**src/rtl/core/shash_pkg.sv**
```systemverilog
// Shared types, constants and helper functions for the SHA-256 stream hasher.
`timescale 1ns / 1ps

package shash_pkg;

   localparam logic KIND_DATA   = 1'b0;
   localparam logic KIND_FINISH = 1'b1;

   localparam logic [7:0] PAD_BYTE = 8'h80;
   localparam int BLOCK_BYTES  = 64;
   localparam int LEN_START    = 56;
   localparam int DIGEST_WORDS = 8;

   typedef struct packed {
      logic       kind;
      logic [7:0] data_byte;
   } shash_req_type;

   typedef struct packed {
      logic [31:0] digest_word;
      logic [2:0]  word_index;
      logic        last;
   } shash_rsp_type;

   typedef struct packed {
      logic       en;
      logic [5:0] addr;
      logic [7:0] value;
   } shash_wr_type;

   typedef struct packed {
      logic init;
      logic step;
      logic fold;
      logic restart;
   } shash_rnd_ctl_type;

   localparam logic [31:0] IV_WORDS [DIGEST_WORDS] = '{
      32'h6a09e667, 32'hbb67ae85, 32'h3c6ef372, 32'ha54ff53a,
      32'h510e527f, 32'h9b05688c, 32'h1f83d9ab, 32'h5be0cd19
   };

   localparam logic [31:0] ROUND_K [BLOCK_BYTES] = '{
      32'h428a2f98, 32'h71374491, 32'hb5c0fbcf, 32'he9b5dba5,
      32'h3956c25b, 32'h59f111f1, 32'h923f82a4, 32'hab1c5ed5,
      32'hd807aa98, 32'h12835b01, 32'h243185be, 32'h550c7dc3,
      32'h72be5d74, 32'h80deb1fe, 32'h9bdc06a7, 32'hc19bf174,
      32'he49b69c1, 32'hefbe4786, 32'h0fc19dc6, 32'h240ca1cc,
      32'h2de92c6f, 32'h4a7484aa, 32'h5cb0a9dc, 32'h76f988da,
      32'h983e5152, 32'ha831c66d, 32'hb00327c8, 32'hbf597fc7,
      32'hc6e00bf3, 32'hd5a79147, 32'h06ca6351, 32'h14292967,
      32'h27b70a85, 32'h2e1b2138, 32'h4d2c6dfc, 32'h53380d13,
      32'h650a7354, 32'h766a0abb, 32'h81c2c92e, 32'h92722c85,
      32'ha2bfe8a1, 32'ha81a664b, 32'hc24b8b70, 32'hc76c51a3,
      32'hd192e819, 32'hd6990624, 32'hf40e3585, 32'h106aa070,
      32'h19a4c116, 32'h1e376c08, 32'h2748774c, 32'h34b0bcb5,
      32'h391c0cb3, 32'h4ed8aa4a, 32'h5b9cca4f, 32'h682e6ff3,
      32'h748f82ee, 32'h78a5636f, 32'h84c87814, 32'h8cc70208,
      32'h90befffa, 32'ha4506ceb, 32'hbef9a3f7, 32'hc67178f2
   };

   function automatic logic [31:0] rotr(input logic [31:0] x, input logic [4:0] n);
      logic [63:0] dbl;
      logic [63:0] shifted;
      dbl     = {x, x};
      shifted = dbl >> n;
      return shifted[31:0];
   endfunction

endpackage

```
**src/rtl/core/sha256_stream_hasher_unit.sv**
```systemverilog
// SHA-256 stream hasher top level: byte intake, padding sequencer and digest output.
// A data beat is written into the block buffer; the beat that fills a 64-byte block starts
// compression (64 rounds of the shared round unit, then a fold into the chaining words).
// A finish beat writes padding and length one byte per cycle up to offset 63, may add
// an extra block, compresses, then sends eight digest beats, one per rsp_ready cycle.
// Reset loads the initial hash values, clears the counts and empties the output register.
`timescale 1ns / 1ps

module sha256_stream_hasher_unit (
   input  logic                     clock,
   input  logic                     reset,
   input  logic                     req_valid,
   output logic                     req_ready,
   input  shash_pkg::shash_req_type req_data,
   output logic                     rsp_valid,
   input  logic                     rsp_ready,
   output shash_pkg::shash_rsp_type rsp_data
);
   import shash_pkg::*;

   localparam logic [2:0] ST_IDLE  = 3'd0;
   localparam logic [2:0] ST_PAD   = 3'd1;
   localparam logic [2:0] ST_LEN   = 3'd2;
   localparam logic [2:0] ST_ROUND = 3'd3;
   localparam logic [2:0] ST_FOLD  = 3'd4;
   localparam logic [2:0] ST_OUT   = 3'd5;

   localparam logic [1:0] RET_IDLE = 2'd0;
   localparam logic [1:0] RET_PAD  = 2'd1;
   localparam logic [1:0] RET_OUT  = 2'd2;

   logic [2:0]        state_ff, state_in;
   logic [1:0]        ret_ff, ret_in;
   logic [5:0]        fill_ff, fill_in;
   logic [63:0]       total_ff, total_in;
   logic [63:0]       len_ff, len_in;
   logic [5:0]        rnd_ff, rnd_in;
   logic              pad_first_ff, pad_first_in;
   logic [2:0]        word_idx_ff, word_idx_in;
   logic              rsp_valid_ff, rsp_valid_in;
   shash_rsp_type     rsp_ff, rsp_in;
   shash_wr_type      wr;
   shash_rnd_ctl_type rctl;
   logic              req_fire;
   logic              block_end;
   logic [31:0]       w_cur;
   logic [31:0]       chain_word;

   assign req_ready = (state_ff == ST_IDLE);
   assign req_fire  = req_valid && req_ready;
   assign block_end = (fill_ff == 6'(BLOCK_BYTES - 1));
   assign rsp_valid = rsp_valid_ff;
   assign rsp_data  = rsp_ff;

   always_comb begin
      state_in     = state_ff;
      ret_in       = ret_ff;
      fill_in      = fill_ff;
      total_in     = total_ff;
      len_in       = len_ff;
      rnd_in       = rnd_ff;
      pad_first_in = pad_first_ff;
      word_idx_in  = word_idx_ff;
      rsp_valid_in = rsp_valid_ff && !rsp_ready;
      rsp_in       = rsp_ff;
      wr           = '0;
      rctl         = '0;
      case (state_ff)
         ST_IDLE: begin
            if (req_fire) begin
               if (req_data.kind == KIND_DATA) begin
                  wr.en    = 1'b1;
                  wr.addr  = fill_ff;
                  wr.value = req_data.data_byte;
                  fill_in  = fill_ff + 6'd1;
                  total_in = total_ff + 64'd1;
                  if (block_end) begin
                     rctl.init = 1'b1;
                     rnd_in    = '0;
                     ret_in    = RET_IDLE;
                     state_in  = ST_ROUND;
                  end
               end else begin
                  len_in       = {total_ff[60:0], 3'b000};
                  pad_first_in = 1'b1;
                  state_in     = ST_PAD;
               end
            end
         end
         ST_PAD: begin
            wr.en        = 1'b1;
            wr.addr      = fill_ff;
            wr.value     = pad_first_ff ? PAD_BYTE : 8'h00;
            pad_first_in = 1'b0;
            fill_in      = fill_ff + 6'd1;
            if (block_end) begin
               rctl.init = 1'b1;
               rnd_in    = '0;
               ret_in    = RET_PAD;
               state_in  = ST_ROUND;
            end else if (fill_ff == 6'(LEN_START - 1)) begin
               state_in = ST_LEN;
            end
         end
         ST_LEN: begin
            wr.en    = 1'b1;
            wr.addr  = fill_ff;
            wr.value = len_ff[63:56];
            len_in   = {len_ff[55:0], 8'h00};
            fill_in  = fill_ff + 6'd1;
            if (block_end) begin
               rctl.init = 1'b1;
               rnd_in    = '0;
               ret_in    = RET_OUT;
               state_in  = ST_ROUND;
            end
         end
         ST_ROUND: begin
            rctl.step = 1'b1;
            rnd_in    = rnd_ff + 6'd1;
            if (rnd_ff == 6'(BLOCK_BYTES - 1)) begin
               state_in = ST_FOLD;
            end
         end
         ST_FOLD: begin
            rctl.fold   = 1'b1;
            word_idx_in = '0;
            case (ret_ff)
               RET_PAD: state_in = ST_PAD;
               RET_OUT: state_in = ST_OUT;
               default: state_in = ST_IDLE;
            endcase
         end
         ST_OUT: begin
            if (!rsp_valid_ff || rsp_ready) begin
               rsp_valid_in       = 1'b1;
               rsp_in.digest_word = chain_word;
               rsp_in.word_index  = word_idx_ff;
               rsp_in.last        = (word_idx_ff == 3'(DIGEST_WORDS - 1));
               word_idx_in        = word_idx_ff + 3'd1;
               if (word_idx_ff == 3'(DIGEST_WORDS - 1)) begin
                  rctl.restart = 1'b1;
                  total_in     = '0;
                  fill_in      = '0;
                  state_in     = ST_IDLE;
               end
            end
         end
         default: begin
            state_in = ST_IDLE;
         end
      endcase
   end

   always_ff @(posedge clock) begin
      len_ff <= len_in;
      rsp_ff <= rsp_in;
      if (reset) begin
         state_ff     <= ST_IDLE;
         ret_ff       <= RET_IDLE;
         fill_ff      <= '0;
         total_ff     <= '0;
         rnd_ff       <= '0;
         pad_first_ff <= 1'b0;
         word_idx_ff  <= '0;
         rsp_valid_ff <= 1'b0;
      end else begin
         state_ff     <= state_in;
         ret_ff       <= ret_in;
         fill_ff      <= fill_in;
         total_ff     <= total_in;
         rnd_ff       <= rnd_in;
         pad_first_ff <= pad_first_in;
         word_idx_ff  <= word_idx_in;
         rsp_valid_ff <= rsp_valid_in;
      end
   end

   shash_sched u_sched (
      .clock (clock),
      .wr    (wr),
      .shift (rctl.step),
      .w_cur (w_cur)
   );

   shash_round u_round (
      .clock   (clock),
      .reset   (reset),
      .ctl     (rctl),
      .rnd     (rnd_ff),
      .w_cur   (w_cur),
      .rd_idx  (word_idx_ff),
      .rd_word (chain_word)
   );

   a_round_to_fold: assert property (@(posedge clock) disable iff (reset)
      (state_ff == ST_ROUND && rnd_ff == 6'(BLOCK_BYTES - 1)) |=> (state_ff == ST_FOLD))
      else $error("Round sequence did not end in the fold step.");

   a_finish_to_pad: assert property (@(posedge clock) disable iff (reset)
      (req_fire && req_data.kind == KIND_FINISH) |=> (state_ff == ST_PAD && pad_first_ff))
      else $error("Finish beat did not start padding.");

   a_len_offset: assert property (@(posedge clock) disable iff (reset)
      (state_ff == ST_LEN) |-> (fill_ff >= 6'(LEN_START)))
      else $error("Length bytes written below their block offset.");

   a_word_idx_idle: assert property (@(posedge clock) disable iff (reset)
      (state_ff != ST_OUT) |-> (word_idx_ff == 3'd0))
      else $error("Digest word index left nonzero outside output phase.");

   a_last_beat: assert property (@(posedge clock) disable iff (reset)
      (rsp_valid_ff && rsp_ff.last) |-> (rsp_ff.word_index == 3'(DIGEST_WORDS - 1)))
      else $error("Last flag on a digest beat other than the final word.");

endmodule

```
**src/rtl/core/shash_sched.sv**
```systemverilog
// Block buffer and rolling 16-word message schedule window.
`timescale 1ns / 1ps

module shash_sched (
   input  logic                   clock,
   input  shash_pkg::shash_wr_type wr,
   input  logic                   shift,
   output logic [31:0]            w_cur
);
   import shash_pkg::*;

   logic [31:0] win_ff [16];
   logic [31:0] win_in [16];
   logic [31:0] w_new;

   function automatic logic [31:0] ssig0(input logic [31:0] x);
      return rotr(x, 5'd7) ^ rotr(x, 5'd18) ^ (x >> 3);
   endfunction

   function automatic logic [31:0] ssig1(input logic [31:0] x);
      return rotr(x, 5'd17) ^ rotr(x, 5'd19) ^ (x >> 10);
   endfunction

   assign w_new = ssig1(win_ff[14]) + win_ff[9] + ssig0(win_ff[1]) + win_ff[0];
   assign w_cur = win_ff[0];

   always_comb begin
      for (int i = 0; i < 16; i++) begin
         win_in[i] = win_ff[i];
      end
      if (shift) begin
         for (int i = 0; i < 15; i++) begin
            win_in[i] = win_ff[i + 1];
         end
         win_in[15] = w_new;
      end else if (wr.en) begin
         win_in[wr.addr[5:2]][(5'(3 - int'(wr.addr[1:0])) * 8) +: 8] = wr.value;
      end
   end

   always_ff @(posedge clock) begin
      for (int i = 0; i < 16; i++) begin
         win_ff[i] <= win_in[i];
      end
   end

endmodule

```
**src/rtl/core/shash_round.sv**
```systemverilog
// Shared SHA-256 round unit with working variables and chaining words.
`timescale 1ns / 1ps

module shash_round (
   input  logic                        clock,
   input  logic                        reset,
   input  shash_pkg::shash_rnd_ctl_type ctl,
   input  logic [5:0]                  rnd,
   input  logic [31:0]                 w_cur,
   input  logic [2:0]                  rd_idx,
   output logic [31:0]                 rd_word
);
   import shash_pkg::*;

   logic [31:0] chain_ff [DIGEST_WORDS];
   logic [31:0] chain_in [DIGEST_WORDS];
   logic [31:0] v_ff [DIGEST_WORDS];
   logic [31:0] v_in [DIGEST_WORDS];
   logic [31:0] big_s0;
   logic [31:0] big_s1;
   logic [31:0] ch;
   logic [31:0] maj;
   logic [31:0] t1;
   logic [31:0] t2;

   assign big_s1 = rotr(v_ff[4], 5'd6) ^ rotr(v_ff[4], 5'd11) ^ rotr(v_ff[4], 5'd25);
   assign ch     = (v_ff[4] & v_ff[5]) ^ (~v_ff[4] & v_ff[6]);
   assign t1     = v_ff[7] + big_s1 + ch + ROUND_K[rnd] + w_cur;
   assign big_s0 = rotr(v_ff[0], 5'd2) ^ rotr(v_ff[0], 5'd13) ^ rotr(v_ff[0], 5'd22);
   assign maj    = (v_ff[0] & v_ff[1]) ^ (v_ff[0] & v_ff[2]) ^ (v_ff[1] & v_ff[2]);
   assign t2     = big_s0 + maj;
   assign rd_word = chain_ff[rd_idx];

   always_comb begin
      for (int i = 0; i < DIGEST_WORDS; i++) begin
         v_in[i]     = v_ff[i];
         chain_in[i] = chain_ff[i];
      end
      if (ctl.init) begin
         for (int i = 0; i < DIGEST_WORDS; i++) begin
            v_in[i] = chain_ff[i];
         end
      end else if (ctl.step) begin
         v_in[7] = v_ff[6];
         v_in[6] = v_ff[5];
         v_in[5] = v_ff[4];
         v_in[4] = v_ff[3] + t1;
         v_in[3] = v_ff[2];
         v_in[2] = v_ff[1];
         v_in[1] = v_ff[0];
         v_in[0] = t1 + t2;
      end
      if (ctl.fold) begin
         for (int i = 0; i < DIGEST_WORDS; i++) begin
            chain_in[i] = chain_ff[i] + v_ff[i];
         end
      end else if (ctl.restart) begin
         for (int i = 0; i < DIGEST_WORDS; i++) begin
            chain_in[i] = IV_WORDS[i];
         end
      end
   end

   always_ff @(posedge clock) begin
      for (int i = 0; i < DIGEST_WORDS; i++) begin
         v_ff[i] <= v_in[i];
      end
      if (reset) begin
         for (int i = 0; i < DIGEST_WORDS; i++) begin
            chain_ff[i] <= IV_WORDS[i];
         end
      end else begin
         for (int i = 0; i < DIGEST_WORDS; i++) begin
            chain_ff[i] <= chain_in[i];
         end
      end
   end

endmodule

```
**config.mk**
```make
export PLATFORM = sky130hd
export DESIGN_NAME = sha256_stream_hasher_unit
export DESIGN_NICKNAME = d
export VERILOG_FILES = /design/src/rtl/core/shash_pkg.sv /design/src/rtl/core/sha256_stream_hasher_unit.sv /design/src/rtl/core/shash_sched.sv /design/src/rtl/core/shash_round.sv
export SDC_FILE = /design/constraint.sdc
export NUM_CORES = 2
export LEC_CHECK = 0
export BUFFER_PORTS_ARGS = -buffer_cell sky130_fd_sc_hd__buf_2
export CAP_MARGIN = 20
export CORE_MARGIN = 3
export CORE_UTILIZATION = 39
export DETAILED_ROUTE_END_ITERATION = 6
export PLACE_DENSITY = 0.54
export SLEW_MARGIN = 0
export SYNTH_ARGS = -nofsm -noshare
export SYNTH_HDL_FRONTEND = slang
export SYNTH_SLANG_ARGS = --single-unit
```
**constraint.sdc**
```tcl
create_clock -name clock -period 10.9 [get_ports clock]
set_clock_uncertainty 0.05 [all_clocks]
set_input_delay 3.27 -clock clock [delete_from_list [all_inputs] [get_ports clock]]
set_output_delay 3.27 -clock clock [all_outputs]
set_load 0.05 [all_outputs]
```
==> results.tsv <==
metric	value	unit
CTS tree	yes	
Sequential Power Share	0.307	
worst-path maximum fanout	11	
min-delay src	ret_ff[0]	
Leakage	31.8	nW
FMAX	98.6	MHz
Post-layout nets	8420	
Int Power	11.2	mW
Data required, critical path	11.36	ns
Async SR Flop Fraction	0	
Buf/Inv on CP	6	
HPWL after DPL	193000	um
CP Launch Type	flop	
Core Util, Final	0.432	
P&R area growth vs syn	9.44	%
min Tclk post-route	10.14	ns
most used cell, CP	o21ai_0	
Post-CTS Setup Inserts	0	
# DRC	0	
fill count	19100	
Total Power	18.0	mW
# resized after CTS	0	
NetSw	6.77	mW
Placed Area	80200	um^2
Post-Place Setup Slack	0.960	ns
slew of the pin with the lowest slew margin	1.17	ns
FF-to-FF End	u_round.v_ff[0][29]	
FF+latch count, synth	1204	
clk root buf	clkbuf_16	
commonest non-fill, non-tap cell in the layout	nand2_1	
share of cells above drive strength 1	0.0781	
most frequent cells in the layout	1241 x nand2_1, 865 x edfxtp_1, 591 x o21ai_0	
switch share	0.376	
Final Cell Area	84800	um^2
Tcrit/Tclk final	0.930	
Mapped Cells	7961	
Worst-Skew Late Latency	0.80	ns
Final Slew Violations	0	
reg2reg start	rnd_ff[0]	
Pre-antenna DRT Iters	6	
Die ar.	204000	um^2
antenna-violating nets left	0	
FF-to-FF path depth	40	
total placed cells including tap cells	10300	
vias	61200	
vias in the first global route	60000	
Core ar.	196000	um^2
combinational fraction of design power	0.433	
Yosys top cell by area	edfxtp_1	
Post-synth EDFFs	865	
chip height	452	um
final wirelength	267000	um
initial antenna violation count	12	
Die Span X	452	um
DR vias/cell	5.80	
largest net degree at the start of global routing	136	
Top Ports	51	
starting density of the core	0.395	
crit path kind	flop to flop	
clock slew at reported path FFs	0.06	ns
hold worst-path end	ret_ff[0]	
Clock power frac	0.260	
Sink Count	1204	
syn nets	8570	
Worst Hold Class	flop to flop	
family with the most delay on the worst path	compound AO/OA/AOI/OAI gates	
status	complete, no violations	
DRT iter0 DRCs	6141	
Crit path largest cell delay	0.72	ns
sequential cell area fraction in the yosys report	0.423	
setup TNS	0	ns
cell area after synthesis	77500	um^2
WL/cell	25.3	um
Distinct cells, synth	99	
RSZ-0062 raised after global routing	false	
PortBufs	50	
worst hold path depth	2	
Num CTS Buffers	142	
first-pass GRT wire length	395000	um
num rows	162	
slew margin rel.	0.215	
Clock Tree Buf Depth	3	
Critical Path AT	10.60	ns
GR Util All Layers	0.256	
Max VDD drop	0.000205	V
Pwr Density	212	nW/um^2
share of the synthesized area in the top cell type	0.335	
ranking of synthesized cells by area	edfxtp_1 34%, dfxtp_1 8.8%, ha_1 6.5%	
Main synth FF type	edfxtp_1	
Yosys warnings	0	
max-cap viol count	0	
worst setup margin	0.762	ns
critical path capture point type	flop	
Final Hold Viols	0	
H-tree levels	4	
Final Wtd Congestion	0.975	
Critical Path Source	rnd_ff[0]	
CP max stage cell	ha_1	
GR Overflow Total	0	
final setup violation count	0	
Hold Slack	0.406	ns
Syn Area/Cell	9.73	um^2
Final Instance Count excl. Fillers	10600	
hold-fix buffers at CTS	0	
FF-to-FF setup slack	0.76	ns
## routing by layer
layer / share of wire / track usage / vias to the layer above
met3: 0.054 / 0.0299 / 502
met5: 0.000049 / 0 / -
met4: 0.046 / 0.107 / 2
met2: 0.47 / 0.419 / 2130
met1: 0.43 / 0.343 / 30400
li1: - / - / 28200
## worst max path at each step
stage,depth (start not counted),slack [ns],endpoint
after CTS,40,0.92,u_round.v_ff[0][29]
after global placement,40,0.99,u_round.v_ff[0][29]
after global routing,40,0.13,u_round.v_ff[0][29]
after floorplan,40,2.08,u_round.v_ff[0][29]
after detailed placement,40,0.96,u_round.v_ff[0][29]
final,40,0.76,u_round.v_ff[0][29]
## flip-flops by register name (all words and copies together), names as in the netlist
name / cells
u_sched.win_ff: 512
u_round.chain_ff: 256
u_round.v_ff: 256
len_ff: 61
total_ff: 61
rsp_data: 36
fill_ff: 6
rnd_ff: 6
state_ff: 3
word_idx_ff: 3
ret_ff: 2
pad_first_ff: 1
rsp_valid: 1
## synth_stat cells, drive strengths merged, types with 13 or more instances
cell type	n
nor2	510
a21oi	534
o21ai	606
xnor2	383
a21boi	14
ha	401
a31oi	43
clkbuf	391
nand2	1244
fa	195
nand2b	157
mux2i	15
a22oi	88
a311oi	15
buf	66
or2	14
mux2	106
a32o	19
a21o	194
edfxtp	865
a211oi	46
a41oi	13
nor2b	44
nand4	30
dfxtp	339
xor2	263
inv	336
nand3	104
o31ai	25
or3	32
mux4	70
a22o	225
o22ai	122
and3	46
nor3	83
o211ai	24
o21a	49
o21bai	50
and2	39
## area by class of cell
type | count | area (um^2) | area share
antenna | 2 | 5.00 | 0.0000590
tap | 2624 | 3280 | 0.0387
sequential | 1204 | 32800 | 0.387
inverter | 337 | 1260 | 0.0149
clock buffer | 189 | 3840 | 0.0453
timing repair buffer | 163 | 1160 | 0.0137
clock inverter | 74 | 671 | 0.00791
multi-input combinational | 5963 | 41800 | 0.493
## cells by family (layout without fill, tap and decap cells)
logic type / count (synthesis) / count (layout) / share of synthesized area
simple gates: 2358 / 2358 / 0.132
compound gates: 2170 / 2170 / 0.179
flops: 1204 / 1204 / 0.423
buf+inv: 794 / 763 / 0.0392
xor+xnor: 646 / 646 / 0.0730
fa+ha+maj: 598 / 598 / 0.115
mux: 191 / 191 / 0.0377
other cells: 0 / 2 / 0
## power by group through the flow
| stage | sequential [mW] | combinational (mW) | clock [mW] |
|---|---|---|---|
| after floorplan | 5.52 | 5.85 | 0 |
| after global placement | 5.61 | 7.53 | 0 |
| after detailed placement | 5.61 | 7.65 | 0 |
| after CTS | 5.52 | 7.71 | 4.79 |
| after global routing | 5.52 | 8.67 | 4.96 |
| final | 5.52 | 7.80 | 4.69 |
## tightest hold or removal path: stages (launching register included)
cell	delay (ns)
dfxtp_1	0.31
nand2_1	0.05
a21oi_1	0.05
(Power assumes the default switching activity.)
